**src/design/sca_pkg.sv**
```systemverilog
`timescale 1ns / 1ps
// ----------------------------------------------------------------------------
// sca_pkg
// Shared constants and helpers for the screen code to ANSI converter: escape
// bytes, emit step positions and the screen code to character mapping.
// ----------------------------------------------------------------------------
package sca_pkg;

    localparam int BYTE_W = 8;
    localparam int STEP_W = 4;

    localparam logic [BYTE_W-1:0] ESC_BYTE     = 8'h1B;
    localparam logic [BYTE_W-1:0] LBRACKET     = 8'h5B;
    localparam logic [BYTE_W-1:0] DIGIT_SEVEN  = 8'h37;
    localparam logic [BYTE_W-1:0] DIGIT_ZERO   = 8'h30;
    localparam logic [BYTE_W-1:0] LETTER_M     = 8'h6D;
    localparam logic [BYTE_W-1:0] CR_BYTE      = 8'h0D;
    localparam logic [BYTE_W-1:0] LF_BYTE      = 8'h0A;
    localparam logic [BYTE_W-1:0] SPACE_BYTE   = 8'h20;
    localparam logic [BYTE_W-1:0] AT_BYTE      = 8'h40;
    localparam logic [BYTE_W-1:0] TILDE_BYTE   = 8'h7E;
    localparam logic [BYTE_W-1:0] INV_LIMIT    = 8'h40;
    localparam logic [BYTE_W-1:0] CTRL_LIMIT   = 8'h20;
    localparam logic [BYTE_W-1:0] ASCII_MASK   = 8'h7F;

    // fixed emit schedule: mode escape, character, closing escape, cr lf
    localparam logic [STEP_W-1:0] STEP_MODE_ESC = 4'd0;
    localparam logic [STEP_W-1:0] STEP_MODE_BRK = 4'd1;
    localparam logic [STEP_W-1:0] STEP_MODE_DIG = 4'd2;
    localparam logic [STEP_W-1:0] STEP_MODE_M   = 4'd3;
    localparam logic [STEP_W-1:0] STEP_CHAR     = 4'd4;
    localparam logic [STEP_W-1:0] STEP_CLS_ESC  = 4'd5;
    localparam logic [STEP_W-1:0] STEP_CLS_BRK  = 4'd6;
    localparam logic [STEP_W-1:0] STEP_CLS_DIG  = 4'd7;
    localparam logic [STEP_W-1:0] STEP_CLS_M    = 4'd8;
    localparam logic [STEP_W-1:0] STEP_CR       = 4'd9;
    localparam logic [STEP_W-1:0] STEP_LF       = 4'd10;

    function automatic logic [BYTE_W-1:0] map_char(input logic [BYTE_W-1:0] code);
        logic [BYTE_W-1:0] ch;
        if (code < CTRL_LIMIT)
            ch = AT_BYTE + code;
        else if (code < INV_LIMIT)
            ch = code;
        else
            ch = code & ASCII_MASK;
        if (ch < SPACE_BYTE || ch > TILDE_BYTE)
            ch = SPACE_BYTE;
        return ch;
    endfunction

endpackage

```
**src/design/screen_code_to_ansi_top.sv**
```systemverilog
`timescale 1ns / 1ps
// ----------------------------------------------------------------------------
// screen_code_to_ansi_top
// Converts text-screen codes into an ANSI terminal byte stream, inserting
// video mode escapes on inverse changes, and a normal-video escape after inverse text plus cr lf at row ends.
// ----------------------------------------------------------------------------
//  channel   | signals                              | role
//  ----------+--------------------------------------+-----------------------
//  input     | in_valid, in_ready, screen_code,     | one screen code per
//            | row_last                             | transaction
//  output    | out_valid, out_ready, out_byte,      | one terminal byte per
//            | out_last                             | transaction
//
//  one output byte per cycle unless the output stalls: a plain character
//  emits its byte alone, a mode change puts the mode escape before it and
//  a row end adds a closing escape after inverse text, then cr lf
//  the next item is taken in the cycle its previous item's final byte moves
//  to the output register: unstalled plain characters stream one per cycle
//  reset returns to normal video with both registers empty
//  a stalled output holds its byte and stalls the emitter and input
// ----------------------------------------------------------------------------
module screen_code_to_ansi_top (
    input  logic                        clk,
    input  logic                        rst_n,
    input  logic                        in_valid,
    output logic                        in_ready,
    input  logic [sca_pkg::BYTE_W-1:0]  screen_code,
    input  logic                        row_last,
    output logic                        out_valid,
    input  logic                        out_ready,
    output logic [sca_pkg::BYTE_W-1:0]  out_byte,
    output logic                        out_last
);
    import sca_pkg::*;

    logic              item_valid_reg, item_valid_next;
    logic [BYTE_W-1:0] item_code_reg;
    logic              item_last_reg;
    logic [STEP_W-1:0] step_reg, step_next;
    logic              inverse_reg, inverse_next;
    logic              out_valid_reg, out_valid_next;
    logic [BYTE_W-1:0] out_byte_reg;
    logic              out_last_reg;

    logic              in_accept;
    logic              advance;
    logic              code_inverse;
    logic              mode_change;
    logic              close_inv;
    logic [BYTE_W-1:0] ch;
    logic [STEP_W-1:0] cur_step;
    logic [STEP_W-1:0] following_step;
    logic              final_step;
    logic [BYTE_W-1:0] emit_byte;

    assign code_inverse = item_code_reg < INV_LIMIT;
    assign mode_change  = code_inverse != inverse_reg;
    assign close_inv    = item_last_reg && code_inverse;
    assign ch           = map_char(item_code_reg);

    // skip the mode escape when the video mode already matches
    assign cur_step = (step_reg == STEP_MODE_ESC && !mode_change) ? STEP_CHAR : step_reg;

    always_comb
    begin
        final_step     = 1'b0;
        following_step = cur_step + 4'd1;
        case (cur_step)
            STEP_CHAR:
            begin
                if (!item_last_reg)
                    final_step = 1'b1;
                else if (close_inv)
                    following_step = STEP_CLS_ESC;
                else
                    following_step = STEP_CR;
            end
            STEP_LF:
            begin
                final_step = 1'b1;
            end
            default:
            begin
                following_step = cur_step + 4'd1;
            end
        endcase
    end

    always_comb
    begin
        case (cur_step)
            STEP_MODE_ESC: emit_byte = ESC_BYTE;
            STEP_MODE_BRK: emit_byte = LBRACKET;
            STEP_MODE_DIG: emit_byte = code_inverse ? DIGIT_SEVEN : DIGIT_ZERO;
            STEP_MODE_M:   emit_byte = LETTER_M;
            STEP_CHAR:     emit_byte = ch;
            STEP_CLS_ESC:  emit_byte = ESC_BYTE;
            STEP_CLS_BRK:  emit_byte = LBRACKET;
            STEP_CLS_DIG:  emit_byte = DIGIT_ZERO;
            STEP_CLS_M:    emit_byte = LETTER_M;
            STEP_CR:       emit_byte = CR_BYTE;
            STEP_LF:       emit_byte = LF_BYTE;
            default:       emit_byte = SPACE_BYTE;
        endcase
    end

    assign advance   = item_valid_reg && (!out_valid_reg || out_ready);
    assign in_ready  = !item_valid_reg || (advance && final_step);
    assign in_accept = in_valid && in_ready;

    always_comb
    begin
        item_valid_next = item_valid_reg;
        step_next       = step_reg;
        inverse_next    = inverse_reg;
        if (advance)
        begin
            if (final_step)
            begin
                item_valid_next = 1'b0;
                step_next       = STEP_MODE_ESC;
                inverse_next    = item_last_reg ? 1'b0 : code_inverse;
            end
            else
            begin
                step_next = following_step;
            end
        end
        if (in_accept)
            item_valid_next = 1'b1;
    end

    always_comb
    begin
        out_valid_next = out_valid_reg;
        if (advance)
            out_valid_next = 1'b1;
        else if (out_ready)
            out_valid_next = 1'b0;
    end

    always_ff @(posedge clk or negedge rst_n)
    begin
        if (!rst_n)
        begin
            item_valid_reg <= 1'b0;
            step_reg       <= STEP_MODE_ESC;
            inverse_reg    <= 1'b0;
            out_valid_reg  <= 1'b0;
        end
        else
        begin
            item_valid_reg <= item_valid_next;
            step_reg       <= step_next;
            inverse_reg    <= inverse_next;
            out_valid_reg  <= out_valid_next;
        end
    end

    always_ff @(posedge clk)
    begin
        if (in_accept)
        begin
            item_code_reg <= screen_code;
            item_last_reg <= row_last;
        end
        if (advance)
        begin
            out_byte_reg <= emit_byte;
            out_last_reg <= final_step;
        end
    end

    assign out_valid = out_valid_reg;
    assign out_byte  = out_byte_reg;
    assign out_last  = out_last_reg;

    // row end always leaves normal video behind
    a_row_end_normal: assert property (@(posedge clk) disable iff (!rst_n)
        advance && final_step && item_last_reg |=> !inverse_reg)
        else $error("inverse mode still set after row end");

    a_idle_step: assert property (@(posedge clk) disable iff (!rst_n)
        !item_valid_reg |-> step_reg == STEP_MODE_ESC)
        else $error("step counter not rewound while empty");

    a_step_range: assert property (@(posedge clk) disable iff (!rst_n)
        item_valid_reg |-> step_reg <= STEP_LF)
        else $error("step counter beyond line feed");

    a_cr_then_lf: assert property (@(posedge clk) disable iff (!rst_n)
        advance && cur_step == STEP_CR |=> item_valid_reg && step_reg == STEP_LF)
        else $error("carriage return not followed by line feed");

    // the video mode register only moves at the item's final byte
    a_mode_escape_once: assert property (@(posedge clk) disable iff (!rst_n)
        advance && cur_step == STEP_MODE_M |-> mode_change)
        else $error("mode escape sent but video mode unchanged");

endmodule
```
**config.mk**
```make
export PLATFORM = sky130hd
export DESIGN_NAME = screen_code_to_ansi_top
export DESIGN_NICKNAME = d
export VERILOG_FILES = /design/src/design/sca_pkg.sv /design/src/design/screen_code_to_ansi_top.sv
export SDC_FILE = /design/constraint.sdc
export NUM_CORES = 1
export LEC_CHECK = 0
export BUFFER_PORTS_ARGS = -buffer_cell sky130_fd_sc_hd__clkbuf_2
export CAP_MARGIN = 20
export CORE_MARGIN = 2
export CORE_UTILIZATION = 50
export CTS_CLUSTER_SIZE = 14
export DETAILED_ROUTE_END_ITERATION = 8
export GPL_TIMING_DRIVEN = 0
export MAX_ROUTING_LAYER = met4
export PLACE_DENSITY = 0.75
export SLEW_MARGIN = 20
export SYNTH_ARGS = -nofsm -noshare
export SYNTH_HDL_FRONTEND = slang
export SYNTH_SLANG_ARGS = --single-unit
```
**constraint.sdc**
```tcl
create_clock -name clk -period 3.5 [get_ports clk]
set_clock_uncertainty 0.15 [all_clocks]
set_input_delay 0.525 -clock clk [delete_from_list [all_inputs] [get_ports clk]]
set_output_delay 0.525 -clock clk [all_outputs]
set_load 0.01 [all_outputs]
```
== After elaboration in Yosys (flattened, before gate mapping) ==
Cells that the tools add are included.
Storage, ports and cells
  flip-flop bits (word level): 25
  latch bits: 0
  RAM bits: 0
  ROM bits: 0
  bits of input ports: 13
  memories kept: 0
Cells by class
  add/sub/neg operators: 2
  multiply operators: 0
  divide/modulo/power cells: 0
  order comparisons: 4
  equal/unequal tests: 11
  shift operators: 0
  muxes and demuxes: 18
  bitwise logic cells: 0
  reduce and logical (&&, ||, !) cells: 21
Operators by type and width (number)
  $pmux 8 s8: 1
  $mux 8: 3
  $mux 4: 5
  $eq 4x3->1 const B: 4
  $lt 8x6->1 const B: 2
  $eq 4x4->1 const B: 3
  $add 7x8->8 const A: 1
  $eq 4x2->1 const B: 2
  $gt 8x7->1 const B: 1
  $logic_not 4->1: 2
  $lt 8x7->1 const B: 1
  $mux 1: 7
  $reduce_bool 2->1: 3
  $reduce_or 2->1: 3
  $logic_and 1x1->1: 5
  $add 4x1->4 const B: 1
  $eq 4x1->1 const B: 1
  $reduce_and 2->1: 2
  $logic_not 1->1: 3
  $logic_or 1x1->1: 3
  $mux 3: 1
  $pmux 1 s2: 1
  $ne 1x1->1: 1

== Logic depth before layout (Yosys ltp) ==
  depth after elaboration: 12
  mapped depth: 8
  depth with buffers taken out: 7

== Worst setup path after synthesis ==
Ideal clock, no wire load.
  path type: register to register
  start point: register item_code_reg[6]
  end point: register item_code_reg[0], enable pin
  library setup time: 0.337 ns
  arrival: 2.047 ns
  data required time: 3.013 ns
  path slack: 0.965 ns
  stages on the path, launching flop included: 9
  path buffers: 1
  clock period less this slack: 2.535 ns
  cells stage by stage: edfxtp_1 inv_1 ha_1 buf_6 xnor2_4 nor2_1 o31a_1 o21ai_2 and2_1
On the way
  word-level cells in the longest chain between the ends: 10
Ends and longest elaborated chain
  start, declared: line screen_code_to_ansi_top.sv:37  | logic [BYTE_W-1:0] item_code_reg;
  start signal, assigned: line screen_code_to_ansi_top.sv:164  | item_code_reg <= screen_code;
  $lt 8x7->1 *: line screen_code_to_ansi_top.sv:56  | assign code_inverse = item_code_reg < INV_LIMIT;
  $ne 1x1->1 *: line screen_code_to_ansi_top.sv:57  | assign mode_change = code_inverse != inverse_reg;
  $logic_not 1->1 *: line screen_code_to_ansi_top.sv:62  | assign cur_step = (step_reg == STEP_MODE_ESC && !mode_change) ? STEP_CHAR : step_reg;
  $logic_and 1x1->1 *: line screen_code_to_ansi_top.sv:62
  $mux 4 *: line screen_code_to_ansi_top.sv:62
  $eq 4x4->1 / $eq 4x3->1 (equally long branches): line screen_code_to_ansi_top.sv:68  | case (cur_step)
  $pmux 1 s2 *: line screen_code_to_ansi_top.sv:68
  $logic_and 1x1->1 *: line screen_code_to_ansi_top.sv:108  | assign in_ready = !item_valid_reg || (advance && final_step);
  $logic_or 1x1->1 *: line screen_code_to_ansi_top.sv:108
  via in_ready: line screen_code_to_ansi_top.sv:26  | output logic in_ready,
  $logic_and 1x1->1 *: line screen_code_to_ansi_top.sv:109  | assign in_accept = in_valid && in_ready;
  via in_accept: line screen_code_to_ansi_top.sv:45  | logic in_accept;
The timed path passes the listed nets; every way through them passes the cells marked *.
A chain may end at the register's enable or synchronous reset.

== Worst setup path after layout ==
  start point: register item_code_reg[6]
  end point: output in_ready
On the way
  word-level cells in the longest chain between the ends: 9
Ends and longest elaborated chain (line)
  $lt 8x7->1 *: screen_code_to_ansi_top.sv:56
  $ne 1x1->1 *: screen_code_to_ansi_top.sv:57
  $logic_not 1->1 *: screen_code_to_ansi_top.sv:62
  $logic_and 1x1->1 *: screen_code_to_ansi_top.sv:62
  $mux 4 *: screen_code_to_ansi_top.sv:62
  $eq 4x4->1 / $eq 4x3->1 (equally long branches): screen_code_to_ansi_top.sv:68
  $pmux 1 s2 *: screen_code_to_ansi_top.sv:68
  $logic_and 1x1->1 *: screen_code_to_ansi_top.sv:108
  $logic_or 1x1->1 *: screen_code_to_ansi_top.sv:108
  end, declared: screen_code_to_ansi_top.sv:26
Mark *: on every way between the ends. The rest lies on a longest branch, timed or not.

==> flow_summary_export.csv <==
group,metric,value,unit
clock_network,cts-resized-gates,0,
floorplan,die_h,58.62,um
layout,final_common_cell,"clkbuf_2",
timing,slew_headroom,65.07,%
clock_network,htreeDepth,1,
setup_path,critPathTopFamily,"compound AO/OA/AOI/OAI gates",
global_routing,gr-total-overflow,0,
synth,syn-cell-area,1491,um2
setup_path,path_buf_inv,3,
timing,worstMarginPinSlew,523.3,ps
synth,netlist_instances,147,
synth,syn-num-nets,166,
floorplan,io_pins,24,
timing,setup-tns-final,0,ps
clock_network,clockBufferDepth,2,
global_routing,grt_max_degree,16,
power,p_leak,0.6972,nW
global_routing,met1_usage,24.25,%
synth,synth_edf_count,18,
setup_path,criticalPathCategory,"register to primary output",
clock_network,clock_sinks,25,
power,irDropWorstVdd,334.2,uV
timing,whs,226.7,ps
layout,layout.nets,195,
synth,async_reset_ff_share,28.00,%
layout,multi_input_area,701.9,um2
layout,drive_gt1_share,20.57,%
placed_design,portBuffers,23,
layout,final_cell_mix,"clkbuf_2 (23), edfxtp_1 (18), nand2_1 (14)",
detailed_routing,drc,1,
detailed_routing,drt_wl_total,2.934,mm
synth,synthFlopType,"edfxtp_1",
layout,num-fill-cells,254,
global_routing,grt_pass1_wl,4.947,mm
global_routing,antenna_found_initial,0,
floorplan,num_rows,19,
setup_path,cp_max_fo,9,
synth,synth_area_per_cell,10.15,um2
timing,final-hold-violation-count,0,
synth,ys_seq_area_share,47.99,%
detailed_routing,detail-route-antenna-nets,0,
floorplan,chipWidth,58.62,um
floorplan,core_area,2805,um2
job,max-cap-violations,0,
status,status,"finished with violations",
power,p_per_area,800.6,nW/um2
floorplan,start_util,53.17,%
timing,rsz0062_at_grt,"no",
placed_design,dpl.hpwl,2.267,mm
timing,drv_slew,0,
synth,ys_top_cells_by_area,"edfxtp_1 (36%), dfrtp_1 (12%), ha_1 (5.0%)",
setup_path,required,2820,ps
clock_network,cts_tree,"done",
timing,finalCritPeriodShare,87.65,%
status,violations,"design-rule violations",
setup_path,crit_arrival,2390,ps
setup_path,cp_cell_sequence,"inv_1, ha_1, buf_6, xnor2_4, nor2_1, o31a_1, o21ai_2, clkbuf_2",
floorplan,die-area,3436,um2
layout,stdcell_area,1682,um2
placed_design,placed_cell_area,1645,um2
setup_path,end_kind,"primary output",
synth,yosysWarnings,0,
layout,diodes,0,
clock_network,clkLatencyLatePin,310,ps
layout,ff_latch_area,715.7,um2
worst_hold_path,hold_path_class,"input pin to register",
setup_path,critical-path-slowest-cell,"edfxtp_1",
clock_network,cts_buffers,3,
clock_network,path_clk_slew,130,ps
synth,synth_top_area_share,36.24,%
global_routing,first_global_vias,1183,
global_routing,grtUsageMet2,31.46,%
timing,setup_viol,0,
detailed_routing,num_vias,1198,
placed_design,gp_congestion,0.8894,
global_routing,track_usage,19.64,%
detailed_routing,wl_per_cell,14.24,um
synth,yosysUniqueCellTypes,46,
timing,fmax,0.3260,GHz
synth,yosys_register_bits,25,
setup_path,max_stage_delay,470,ps
global_routing,use_met3,2.418,%
clock_network,ctsHoldBuffers,1,
clock_network,cts_setup_buffers,0,
detailed_routing,vias_per_cell,5.816,
detailed_routing,drt_iter0_drc,36,
clock_network,clock-root-buffer,"clkbuf_4",
timing,timing.final.crit_period,3068,ps
setup_path,start_kind,"register",
layout,syn_to_final_growth,12.75,%
synth,synth_top_area_cell,"edfxtp_1",
global_routing,grt_most_used_layer,"met2",
detailed_routing,drtPass1Iterations,6,
[power breakdown]
group          leakage, nW  switching, mW  internal (mW)
Clock               0.0150         0.0798         0.0446
Combinational        0.430          0.425          0.295
Sequential           0.252         0.0541          0.448
[cell families after synthesis]
logic type                 synth area share (%)
AOI/OAI and AO/OA                         21.39
xor gates and xnor gates                  2.433
adders and majority gates                 5.033
buffers and inverters                     4.950
DFF                                       47.99
muxes                                    0.6712
other                                    0.2514
and+or+nand+nor                           17.28
[cell type report]
cell class | count | area share (%)
inverters | 9 | 2.009
multi-input cells | 105 | 41.74
plain buffers | 8 | 2.381
well taps | 31 | 2.307
repair buffers | 24 | 7.440
clock buffers | 4 | 1.563
flip-flops and latches | 25 | 42.56
[through the flow]
stage / setup slack, ps / power (mW) / utilization, % / std cells
floorplan: 965.4 / 1.035 / - / 147
global placement: 782.5 / 1.196 / 58.65 / 201
detailed placement: 712.4 / 1.223 / 58.65 / 201
CTS: 412.8 / 1.350 / 59.95 / 206
global route: 237.2 / 1.458 / 59.95 / 206
finish: 432.1 / 1.346 / 59.95 / 206
[metal layers]
metal / vias to the layer above / part of all wire (%)
met4: 0 / 2.1
met5: - / 0
met3: 7 / 5.1
li1: 603 / -
met2: 41 / 50
met1: 547 / 43
[synthesized netlist by cell type (3+ instances only)]
| library cell | count |
|---|---|
| nand2_1 | 14 |
| nand3_1 | 3 |
| o21ai_0 | 8 |
| dfrtp_1 | 7 |
| o22ai_1 | 3 |
| nand2b_1 | 5 |
| edfxtp_1 | 18 |
| inv_1 | 9 |
| clkbuf_1 | 5 |
| ha_1 | 6 |
| a21oi_1 | 10 |
| nor2_1 | 11 |
| nor3_1 | 6 |
[final timing paths]
| check | end | cells after the start | slack (ps) | startpoint |
|---|---|---|---|---|
| worst max-delay path | in_ready | 8 | 430 | item_code_reg[6] |
| worst min-delay path | item_code_reg[6] | 1 | 230 | screen_code[6] |
| max in group asynchronous | step_reg[0] | 2 | 2620 | rst_n |
| worst max register to register | item_code_reg[2] | 8 | 700 | item_code_reg[6] |
| min in group asynchronous | item_valid_reg | 2 | 420 | rst_n |
| worst min register to register | out_valid | 1 | 380 | item_valid_reg |
No activity file was read; power rests on OpenSTA's default activity.
